`src/psd_pkg.sv`:
```
// psd_pkg: shared types and constants for the ps/2 scan-code event decoder
// scan-code set 2 prefix and modifier key codes, phase enum, result struct
// no dependencies
`timescale 1ns / 1ps
`default_nettype none

package psd_pkg;

  // prefix bytes
  localparam logic [7:0] CODE_EXT   = 8'hE0;
  localparam logic [7:0] CODE_BREAK = 8'hF0;

  // modifier keys
  localparam logic [7:0] KEY_ALT    = 8'h11;
  localparam logic [7:0] KEY_LSHIFT = 8'h12;
  localparam logic [7:0] KEY_RSHIFT = 8'h59;
  localparam logic [7:0] KEY_CTRL   = 8'h14;
  localparam logic [7:0] KEY_CAPS   = 8'h58;

  // bit positions in the modifier field
  localparam int MOD_SHIFT = 0;
  localparam int MOD_ALT   = 1;
  localparam int MOD_CTRL  = 2;
  localparam int MOD_CAPS  = 3;

  localparam int MOD_W      = 4;
  localparam int CODE_W     = 8;
  localparam int RES_BITS   = 1 + CODE_W + MOD_W;
  localparam int OUT_DATA_W = ((RES_BITS + 7) / 8) * 8;

  // prefix tracking
  typedef enum logic [1:0] {
    PH_IDLE = 2'd0,
    PH_EXT  = 2'd1,
    PH_REL  = 2'd2
  } phase_t;

  // one decoded key action
  typedef struct packed {
    logic [MOD_W-1:0]  modifiers;
    logic [CODE_W-1:0] key_code;
    logic              is_release;
  } result_t;

endpackage

`default_nettype wire

```
`src/ps2_scancode_event_decoder.sv`:
```
// ps2_scancode_event_decoder: top level of the ps/2 set-2 scan-code decoder
// input byte register, decode stage and result register; depends on psd_pkg,
// psd_decode and psd_out_reg
//
// usage:
//   s_axis carries one raw scan-code byte per beat (tdata[7:0]).
//   m_axis carries one key action per beat for every completed press or
//   release of a non-modifier key; prefix bytes and modifier keys give none.
//   a byte is taken into the input register, decoded against the prefix
//   phase and modifier state, and the result lands in the output register.
//   the final byte of an action is held in the input register, and its result is registered in the output register.
//   throughput: one byte per cycle, set by the single decode stage between
//   the input and result registers; the input side keeps moving while a
//   result waits, as long as the byte held does not need the output slot.
//   when m_axis_tready is low and the output register is full, a byte that
//   completes a key action waits in the input register and s_axis_tready
//   drops; prefix and modifier bytes still drain.
//   reset (rst, synchronous) empties both registers, clears the modifier
//   bits and caps-held flag and returns the prefix phase to idle.
`timescale 1ns / 1ps
`default_nettype none

module ps2_scancode_event_decoder (
  input  wire logic                         clk,
  input  wire logic                         rst,
  input  wire logic                         s_axis_tvalid,
  output logic                              s_axis_tready,
  input  wire logic [7:0]                   s_axis_tdata,  // scan_code[7:0]
  output logic                              m_axis_tvalid,
  input  wire logic                         m_axis_tready,
  // is_release[0], key_code[8:1], modifiers[12:9], zero[15:13]
  output logic [psd_pkg::OUT_DATA_W-1:0]    m_axis_tdata
);
  import psd_pkg::*;

  logic              in_valid;
  logic [CODE_W-1:0] in_code;
  logic              emit;
  logic              out_free;
  logic              advance;
  result_t           result;

  // the held byte moves on unless it needs a full output slot
  assign advance       = in_valid && (!emit || out_free);
  assign s_axis_tready = !in_valid || advance;

  // input byte register
  always_ff @(posedge clk) begin
    if (rst) begin
      in_valid <= 1'b0;
    end else if (s_axis_tready) begin
      in_valid <= s_axis_tvalid;
    end
  end

  always_ff @(posedge clk) begin
    if (s_axis_tready && s_axis_tvalid) begin
      in_code <= s_axis_tdata;
    end
  end

  // decode stage
  psd_decode u_decode (
    .clk    (clk),
    .rst    (rst),
    .take   (advance),
    .code   (in_code),
    .emit   (emit),
    .result (result)
  );

  // result register
  psd_out_reg u_out (
    .clk           (clk),
    .rst           (rst),
    .load          (advance && emit),
    .result        (result),
    .free          (out_free),
    .m_axis_tvalid (m_axis_tvalid),
    .m_axis_tready (m_axis_tready),
    .m_axis_tdata  (m_axis_tdata)
  );

`ifndef SYNTHESIS
  // a result is only loaded when the output slot has room
  a_load_has_room: assert property (@(posedge clk) disable iff (rst)
    (advance && emit) |-> (!m_axis_tvalid || m_axis_tready))
    else $error("result loaded over an untaken result");

  // a byte that yields no result never blocks the input
  a_no_result_drains: assert property (@(posedge clk) disable iff (rst)
    (in_valid && !emit) |-> s_axis_tready)
    else $error("non-result byte stalled the input");

  // modifier keys never appear as results
  a_no_modifier_out: assert property (@(posedge clk) disable iff (rst)
    m_axis_tvalid |-> (m_axis_tdata[8:1] != KEY_ALT && m_axis_tdata[8:1] != KEY_LSHIFT &&
                       m_axis_tdata[8:1] != KEY_RSHIFT && m_axis_tdata[8:1] != KEY_CTRL &&
                       m_axis_tdata[8:1] != KEY_CAPS))
    else $error("modifier key emitted as a result");
`endif

endmodule

`default_nettype wire

```
`src/psd_decode.sv`:
```
// psd_decode: prefix tracking, modifier state and key action decode
// holds phase, modifier bits and caps-held flag; depends on psd_pkg
`timescale 1ns / 1ps
`default_nettype none

module psd_decode (
  input  wire logic                      clk,
  input  wire logic                      rst,
  input  wire logic                      take,
  input  wire logic [psd_pkg::CODE_W-1:0] code,
  output logic                           emit,
  output psd_pkg::result_t               result
);
  import psd_pkg::*;

  phase_t            phase;
  phase_t            phase_next;
  logic [MOD_W-1:0]  mods;
  logic [MOD_W-1:0]  mods_next;
  logic              caps_held;
  logic              caps_held_next;
  logic              release_flag;
  logic              complete;

  // prefix phase decode
  always_comb begin
    phase_next   = phase;
    release_flag = 1'b0;
    complete     = 1'b0;
    unique case (phase)
      PH_REL: begin
        release_flag = 1'b1;
        complete     = 1'b1;
      end
      PH_EXT: begin
        if (code == CODE_BREAK) begin
          phase_next = PH_REL;
        end else begin
          complete = 1'b1;
        end
      end
      default: begin
        // unused phase code behaves as idle
        if (code == CODE_EXT) begin
          phase_next = PH_EXT;
        end else if (code == CODE_BREAK) begin
          phase_next = PH_REL;
        end else begin
          complete = 1'b1;
        end
      end
    endcase
    if (complete) begin
      phase_next = PH_IDLE;
    end
  end

  // modifier update and result
  always_comb begin
    mods_next      = mods;
    caps_held_next = caps_held;
    emit           = 1'b0;
    if (complete) begin
      priority if (code == KEY_ALT) begin
        mods_next[MOD_ALT] = !release_flag;
      end else if (code == KEY_LSHIFT || code == KEY_RSHIFT) begin
        mods_next[MOD_SHIFT] = !release_flag;
      end else if (code == KEY_CTRL) begin
        mods_next[MOD_CTRL] = !release_flag;
      end else if (code == KEY_CAPS) begin
        if (release_flag) begin
          caps_held_next = 1'b0;
        end else if (!caps_held) begin
          mods_next[MOD_CAPS] = !mods[MOD_CAPS];
          caps_held_next      = 1'b1;
        end
      end else begin
        emit = 1'b1;
      end
    end
    result.is_release = release_flag;
    result.key_code   = code;
    result.modifiers  = mods_next;
  end

  // state registers
  always_ff @(posedge clk) begin
    if (rst) begin
      phase     <= PH_IDLE;
      mods      <= '0;
      caps_held <= 1'b0;
    end else if (take) begin
      phase     <= phase_next;
      mods      <= mods_next;
      caps_held <= caps_held_next;
    end
  end

endmodule

`default_nettype wire

```
`src/psd_out_reg.sv`:
```
// psd_out_reg: result register in front of the master-side stream
// holds one decoded result until the downstream beat completes; depends on psd_pkg
`timescale 1ns / 1ps
`default_nettype none

module psd_out_reg (
  input  wire logic                         clk,
  input  wire logic                         rst,
  input  wire logic                         load,
  input  wire psd_pkg::result_t             result,
  output logic                              free,
  output logic                              m_axis_tvalid,
  input  wire logic                         m_axis_tready,
  output logic [psd_pkg::OUT_DATA_W-1:0]    m_axis_tdata
);
  import psd_pkg::*;

  logic    full;
  result_t held;

  // room for a new result this cycle
  assign free = !full || m_axis_tready;

  // valid flag
  always_ff @(posedge clk) begin
    if (rst) begin
      full <= 1'b0;
    end else if (load) begin
      full <= 1'b1;
    end else if (m_axis_tready) begin
      full <= 1'b0;
    end
  end

  // payload
  always_ff @(posedge clk) begin
    if (load) begin
      held <= result;
    end
  end

  assign m_axis_tvalid = full;
  assign m_axis_tdata  = {{(OUT_DATA_W - RES_BITS){1'b0}}, held};

endmodule

`default_nettype wire

```
`config.mk`:
```
export PLATFORM = sky130hd
export DESIGN_NAME = ps2_scancode_event_decoder
export DESIGN_NICKNAME = d
export VERILOG_FILES = /design/src/psd_pkg.sv /design/src/ps2_scancode_event_decoder.sv /design/src/psd_decode.sv /design/src/psd_out_reg.sv
export SDC_FILE = /design/constraint.sdc
export NUM_CORES = 1
export LEC_CHECK = 0
export BUFFER_PORTS_ARGS = -buffer_cell sky130_fd_sc_hd__buf_4
export CORE_MARGIN = 10
export CORE_UTILIZATION = 35
export CTS_BUF_LIST = sky130_fd_sc_hd__clkbuf_16
export CTS_CLUSTER_SIZE = 25
export DETAILED_ROUTE_END_ITERATION = 7
export SLEW_MARGIN = 20
export SYNTH_ARGS = -nofsm -noshare
export SYNTH_HDL_FRONTEND = slang
export SYNTH_SLANG_ARGS = --single-unit
```
`constraint.sdc`:
```
create_clock -name clk -period 5.8 [get_ports clk]
set_input_delay 0 -clock clk [delete_from_list [all_inputs] [get_ports clk]]
set_output_delay 0 -clock clk [all_outputs]
set_load 0.01 [all_outputs]
```
==> flow_metrics.tcl, run 1 <==
set metrics [dict create \
    drc 0 \
    num_rows 22 \
    fillCellCount 360 \
    hold_buffers 10 \
    cts_tree "built" \
    path_buf_inv 0 \
    area_delta_synth_final_pct 33.85 \
    final_cell_mix "26 x buf_4, 21 x edfxtp_1, 10 x dlygate4sd3_1" \
    worstPathMaxFanout 8 \
    report.power.total_uw 515.6 \
    ys.flop_type "edfxtp_1" \
    cts.sinks 30 \
    dpl_cell_area_sq_um 1612 \
    end_kind "flip-flop" \
    cts_buffer_depth 2 \
    setup_tns_ps 0 \
    initial_core_util_pct 36.93 \
    postCtsSetupBuffers 0 \
    cts_buffers 5 \
    clk_latency_ps 270 \
    cp_slowest_cell "a31oi_1" \
    grt_overflow 0 \
    grt_setup_unrepaired "false" \
    fin_worst_skew_ps 7.029 \
    syn_area_sq_um 1383 \
    portBuffers 26 \
    grt.total_usage_pct 9.104 \
    p_per_area_nw_per_um2 278.6 \
    p_leak_uw 0.0006997 \
    seqPwrFrac_pct 48.1 \
    cts_resized 0 \
    num_io_pins 30 \
    p_comb_share_pct 7.1 \
    layout.cells.non_filler 203 \
    routed_wl_um 3081 \
    slew_viol_final 0 \
    slowest_delay_ps 730 \
    final_common_cell "buf_4" \
    tightest_slew_ps 862.7 \
    firstDrtPassIters 5 \
    period_share_pct 47.40 \
    first_iter_violations 91 \
    clock_power_share_pct 44.8 \
    vias 1036 \
    syn-instance-count 115 \
    cts-root-buf "clkbuf_16" \
    final_hold_viol_count 0 \
    vias_per_cell 5.103 \
    h-tree-depth 2 \
    cp.arrival_ps 2650 \
    intPower_uw 412.1 \
    irDropWorstVdd_mv 0.1942 \
    fmax_ghz 0.3637 \
    start_kind "flip-flop" \
    crit_family "simple AND/OR/NAND/NOR gates" \
    hpwl_um 2193 \
    grt_pass1_vias 1093 \
    layout-drive-gt1-share_pct 25.81 \
    core_area_sq_um 3744 \
    max-slew-margin-rel_pct 42.22 \
    ys_seq_area_share_pct 58.64 \
    min_path_cells 3 \
    min_period_ps 2749 \
    fp.dieH_um 82.85 \
    regArea_sq_um 810.8 \
    dp_cells 185 \
    whs_ps 57.64 \
    nets 168 \
    synth-seq-cells 30 \
    wl_per_cell_um 15.18 \
    finalSetupViolations 0 \
    gp_congestion 0.8797 \
    p_sw_uw 103.4 \
    crit_chain "or3b_1 > or4_4 > o21ai_2 > nor3_1 > a31oi_1" \
    die_w_um 82.85 \
    avgSynthCellArea_sq_um 12.02 \
    synth_edf_count 21 \
    cap_violations 0 \
    crit_type "flip-flop to flip-flop" \
    antenna_found_initial 0 \
    ys_types 44 \
    swShare_pct 20.07 \
    antenna_cells 0 \
    crit_required_ps 5700 \
    cp.depth 5 \
    path_clk_slew_ps 50 \
    grt_max_degree 16 \
    ant_nets 0 \
    multiInputGateArea_sq_um 529.3 \
    grt_pass1_wl_um 5195 \
    die_area_sq_um 6864 \
    yosys_warnings 0 \
    reg2reg_depth 5 \
    async_reset_ff_share_pct 0 \
    status "complete, no violations" \
    final_area_sq_um 1851 \
    hold_class "input pin to flip-flop" \
]
-- cell usage after synthesis (2+ instances only) --
library cell	number	share of area, %
a311oi_1	3	1.9
nor3_1	3	1.1
xor2_1	2	1.3
inv_1	5	1.4
dfxtp_1	9	13
a21oi_1	8	2.9
nand2b_1	2	0.90
edfxtp_1	21	46
or3_1	2	0.90
clkbuf_1	2	0.54
nand2_1	3	0.81
and3_1	2	0.90
buf_4	3	1.6
ha_1	2	1.8
nand3_1	3	1.1
and4b_1	2	1.4
a31oi_1	2	0.90
nor2b_1	3	1.4
nand4_1	4	1.8
nor2_1	10	2.7
-- kinds of logic (layout without fill, tap and decap cells) --
group           count (synthesis)  count (layout)  synth area share [%]
simple gates                   44              44                 20.00
flops                          30              30                 58.64
compound gates                 23              23                 12.85
buf+inv                        11              49                 3.801
xor+xnor                        3               3                 1.901
fa+ha+maj                       2               2                 1.810
other cells                     1               3                0.2712
mux                             1               1                0.7240
-- metal layers --
| metal | track usage [%] | part of all wire [%] | up-vias | wire (um) |
|---|---|---|---|---|
| met3 | 3.320 | 5.5 | 4 | 169 |
| met5 | 0 | 0 | - | 0 |
| met1 | 10.12 | 44 | 486 | 1351 |
| li1 | - | - | 513 | - |
| met2 | 14.66 | 49 | 33 | 1498 |
| met4 | 5.077 | 2.0 | 0 | 61 |
-- per-stage QoR --
stage	utilization, %	setup slack, ps
detailed placement	43.05	3051
CTS	49.36	3044
finish	49.43	3051
floorplan	-	3382
global placement	43.05	3091
global route	49.43	2938
-- area by class of cell --
class,instances,share of cell area [%]
timing repair buffer,36,15.96
multi-input combinational,76,28.60
sequential,30,43.81
tap,48,3.245
clock inverter,3,0.6085
clock buffer,5,6.761
inverter,5,1.014
-- worst reg2reg max path, cell delays in order, from the launching register on --
cell and delay, ps:
edfxtp_1 460, or3b_1 450, or4_4 450, o21ai_2 180
nor3_1 100, a31oi_1 730
-- power by group through the flow --
stage / clock (uW) / combinational, uW / sequential (uW)
after floorplan: 0 / 15.3 / 251
after global placement: 0 / 30.7 / 252
after global routing: 249 / 40.0 / 249
after detailed placement: 0 / 31.0 / 252
after CTS: 235 / 36.5 / 248
final: 231 / 36.5 / 248
-- sequential cells by signal (all words and copies together), names as in the netlist --
signal	cells
u_decode.phase	2
u_decode.caps_held	1
u_out.m_axis_tvalid	1
u_decode.mods	4
u_out.m_axis_tdata	13
in_code	8
in_valid	1
-- path summary, 6_finish.rpt --
path,startpoint,end,slack [ps]
setup / recovery,in_code[5],in_code[3],3050
hold / removal,m_axis_tready,u_out.m_axis_tvalid,60
setup reg to reg,in_code[5],in_code[3],3050
hold reg to reg,u_decode.caps_held,u_decode.caps_held,470
No activity file was read; power rests on OpenSTA's default activity.
==> inputs of run 2 (changes only) <==
==> constraint.sdc (replaced) <==
create_clock -name clk -period 2.4 [get_ports clk]
set_input_delay 0 -clock clk [delete_from_list [all_inputs] [get_ports clk]]
set_output_delay 0 -clock clk [all_outputs]
set_load 0.01 [all_outputs]
==> run 2 against run 1 <==
Against the previous run:
- critical path depth is 1 higher
- hold slack lost 47 ps
- critical path type unchanged
- highest routed layer unchanged
- non-clock buffer count grew 5
- sequential share of layout area is 1.0 points lower
- flip-flop and latch count unchanged
==> flow_metrics.tcl, run 2 (same netlist as run 1, synthesis figures left out) <==
set metrics [dict create \
    status "complete, no violations" \
    crit_required_ps 2570 \
    nets 173 \
    end_kind "flip-flop" \
    cts_buffer_depth 2 \
    drc 0 \
    regArea_sq_um 810.8 \
    crit_type "flip-flop to flip-flop" \
    intPower_uw 1002 \
    grt_max_degree 15 \
    area_delta_synth_final_pct 37.10 \
    antenna_found_initial 0 \
    final_hold_viol_count 0 \
    cap_violations 0 \
    setup_tns_ps 0 \
    portBuffers 26 \
    slowest_delay_ps 450 \
    grt_pass1_wl_um 5016 \
    fmax_ghz 0.4461 \
    grt.total_usage_pct 8.867 \
    cts-root-buf "clkbuf_16" \
    antenna_cells 0 \
    postCtsSetupBuffers 0 \
    final_cell_mix "32 x buf_4, 21 x edfxtp_1, 10 x nor2_1" \
    final_common_cell "buf_4" \
    multiInputGateArea_sq_um 538.0 \
    num_io_pins 30 \
    first_iter_violations 63 \
    vias 1044 \
    p_sw_uw 255.8 \
    seqPwrFrac_pct 47.3 \
    routed_wl_um 3018 \
    die_area_sq_um 6864 \
    grt_setup_unrepaired "false" \
    timing.rr.start "in_code[7]" \
    core_area_sq_um 3744 \
    final_area_sq_um 1896 \
    swShare_pct 20.33 \
    cts_buffers 5 \
    largest_reg_flops 13 \
    dpl_cell_area_sq_um 1663 \
    hold_end "in_valid" \
    p_per_area_nw_per_um2 663.7 \
    fin_worst_skew_ps 5.912 \
    cts.sinks 30 \
    crit_chain "or3b_1 > or4_4 > o21ai_2 > o41a_2 > nand4_1 > a221oi_1" \
    irDropWorstVdd_mv 0.3611 \
    p_comb_share_pct 7.8 \
    grt_overflow 0 \
    wl_per_cell_um 14.51 \
    fp.dieH_um 82.85 \
    cp_slowest_cell "or4_4" \
    min_period_ps 2242 \
    period_share_pct 93.40 \
    path_clk_slew_ps 50 \
    slew_viol_final 0 \
    worstPathMaxFanout 7 \
    reg2reg_depth 6 \
    initial_core_util_pct 36.93 \
    min_path_cells 3 \
    fillCellCount 351 \
    finalSetupViolations 0 \
    grt_pass1_vias 1059 \
    h-tree-depth 2 \
    worstHoldStart "s_axis_tvalid" \
    ant_nets 0 \
    clk_latency_ps 270 \
    cp.arrival_ps 2420 \
    start_kind "flip-flop" \
    clock_power_share_pct 44.9 \
    p_leak_uw 0.0007243 \
    hold_class "input pin to flip-flop" \
    hpwl_um 2198 \
    r2r_end "u_decode.phase[0]" \
    worst-r2r-setup-slack_ps 160 \
    die_w_um 82.85 \
    layout-drive-gt1-share_pct 30.00 \
    gp_congestion 0.8864 \
    vias_per_cell 5.019 \
    cts_tree "built" \
    firstDrtPassIters 4 \
    num_rows 22 \
]
-- run 2: worst max-delay path by stage --
stage                       from                      to  slack (ps)  cells past startpoint
5_1_grt               in_code[1]       u_decode.phase[0]          20                      6
3_3_place_gp   u_decode.phase[0]   u_out.m_axis_tdata[1]         220                      9
6_report              in_code[7]       u_decode.phase[0]         160                      6
4_1_cts        u_decode.phase[0]  u_out.m_axis_tdata[11]         170                      9
2_1_floorplan  u_decode.phase[0]   u_out.m_axis_tdata[0]          50                      8
3_5_place_dp   u_decode.phase[0]  u_out.m_axis_tdata[10]         180                      9
-- run 2: through the flow --
step	setup slack, ps	hold slack (ps)	instances	power [uW]	util (%)
floorplan	46.63	98.87	117	645.0	-
global placement	222.7	178.8	191	689.2	44.42
detailed placement	180.2	179.6	191	691.4	44.42
CTS	168.9	11.12	208	1274	50.50
global route	18.21	47.85	208	1309	50.64
finish	158.3	10.21	208	1258	50.64
-- run 2: metal layers --
layer  global-route usage, %  share of wire [%]
met1                   8.872                 40
met2                   15.15                 50
met3                   3.809                7.5
met4                   4.769                2.2
met5                       0                  0
-- run 2: worst max-delay path: cells and delay by family, from the launching register on --
kind / cells / cell delay [ps]
AOI/OAI and AO/OA: 3 / 730
and+or+nand+nor: 3 / 970
DFF: 1 / 430
-- run 2: area by class of cell --
type / instances / share of cell area [%]
flip-flops and latches: 30 / 42.77
repair buffers: 41 / 17.43
clock inverters: 3 / 0.6601
multi-input cells: 76 / 28.38
inverters: 5 / 0.9901
clock buffers: 5 / 6.601
well taps: 48 / 3.168
-- run 2: power groups by stage --
stage	Combinational, uW	Sequential, uW	Clock (uW)
4_1_cts	99.4	594	580
3_3_place_gp	85.5	604	0
6_report	98.4	595	565
3_5_place_dp	87.5	604	0
2_1_floorplan	37.8	607	0
5_1_grt	108	597	604
-- run 2: repair_timing --
| action | CTS | global route |
|---|---|---|
| hold endpoints to repair | 16 | 0 |
| hold buffers | 9 | 0 |
| endpoints found under the setup margin | 0 | 13 |
| gates resized for setup | 0 | 1 |
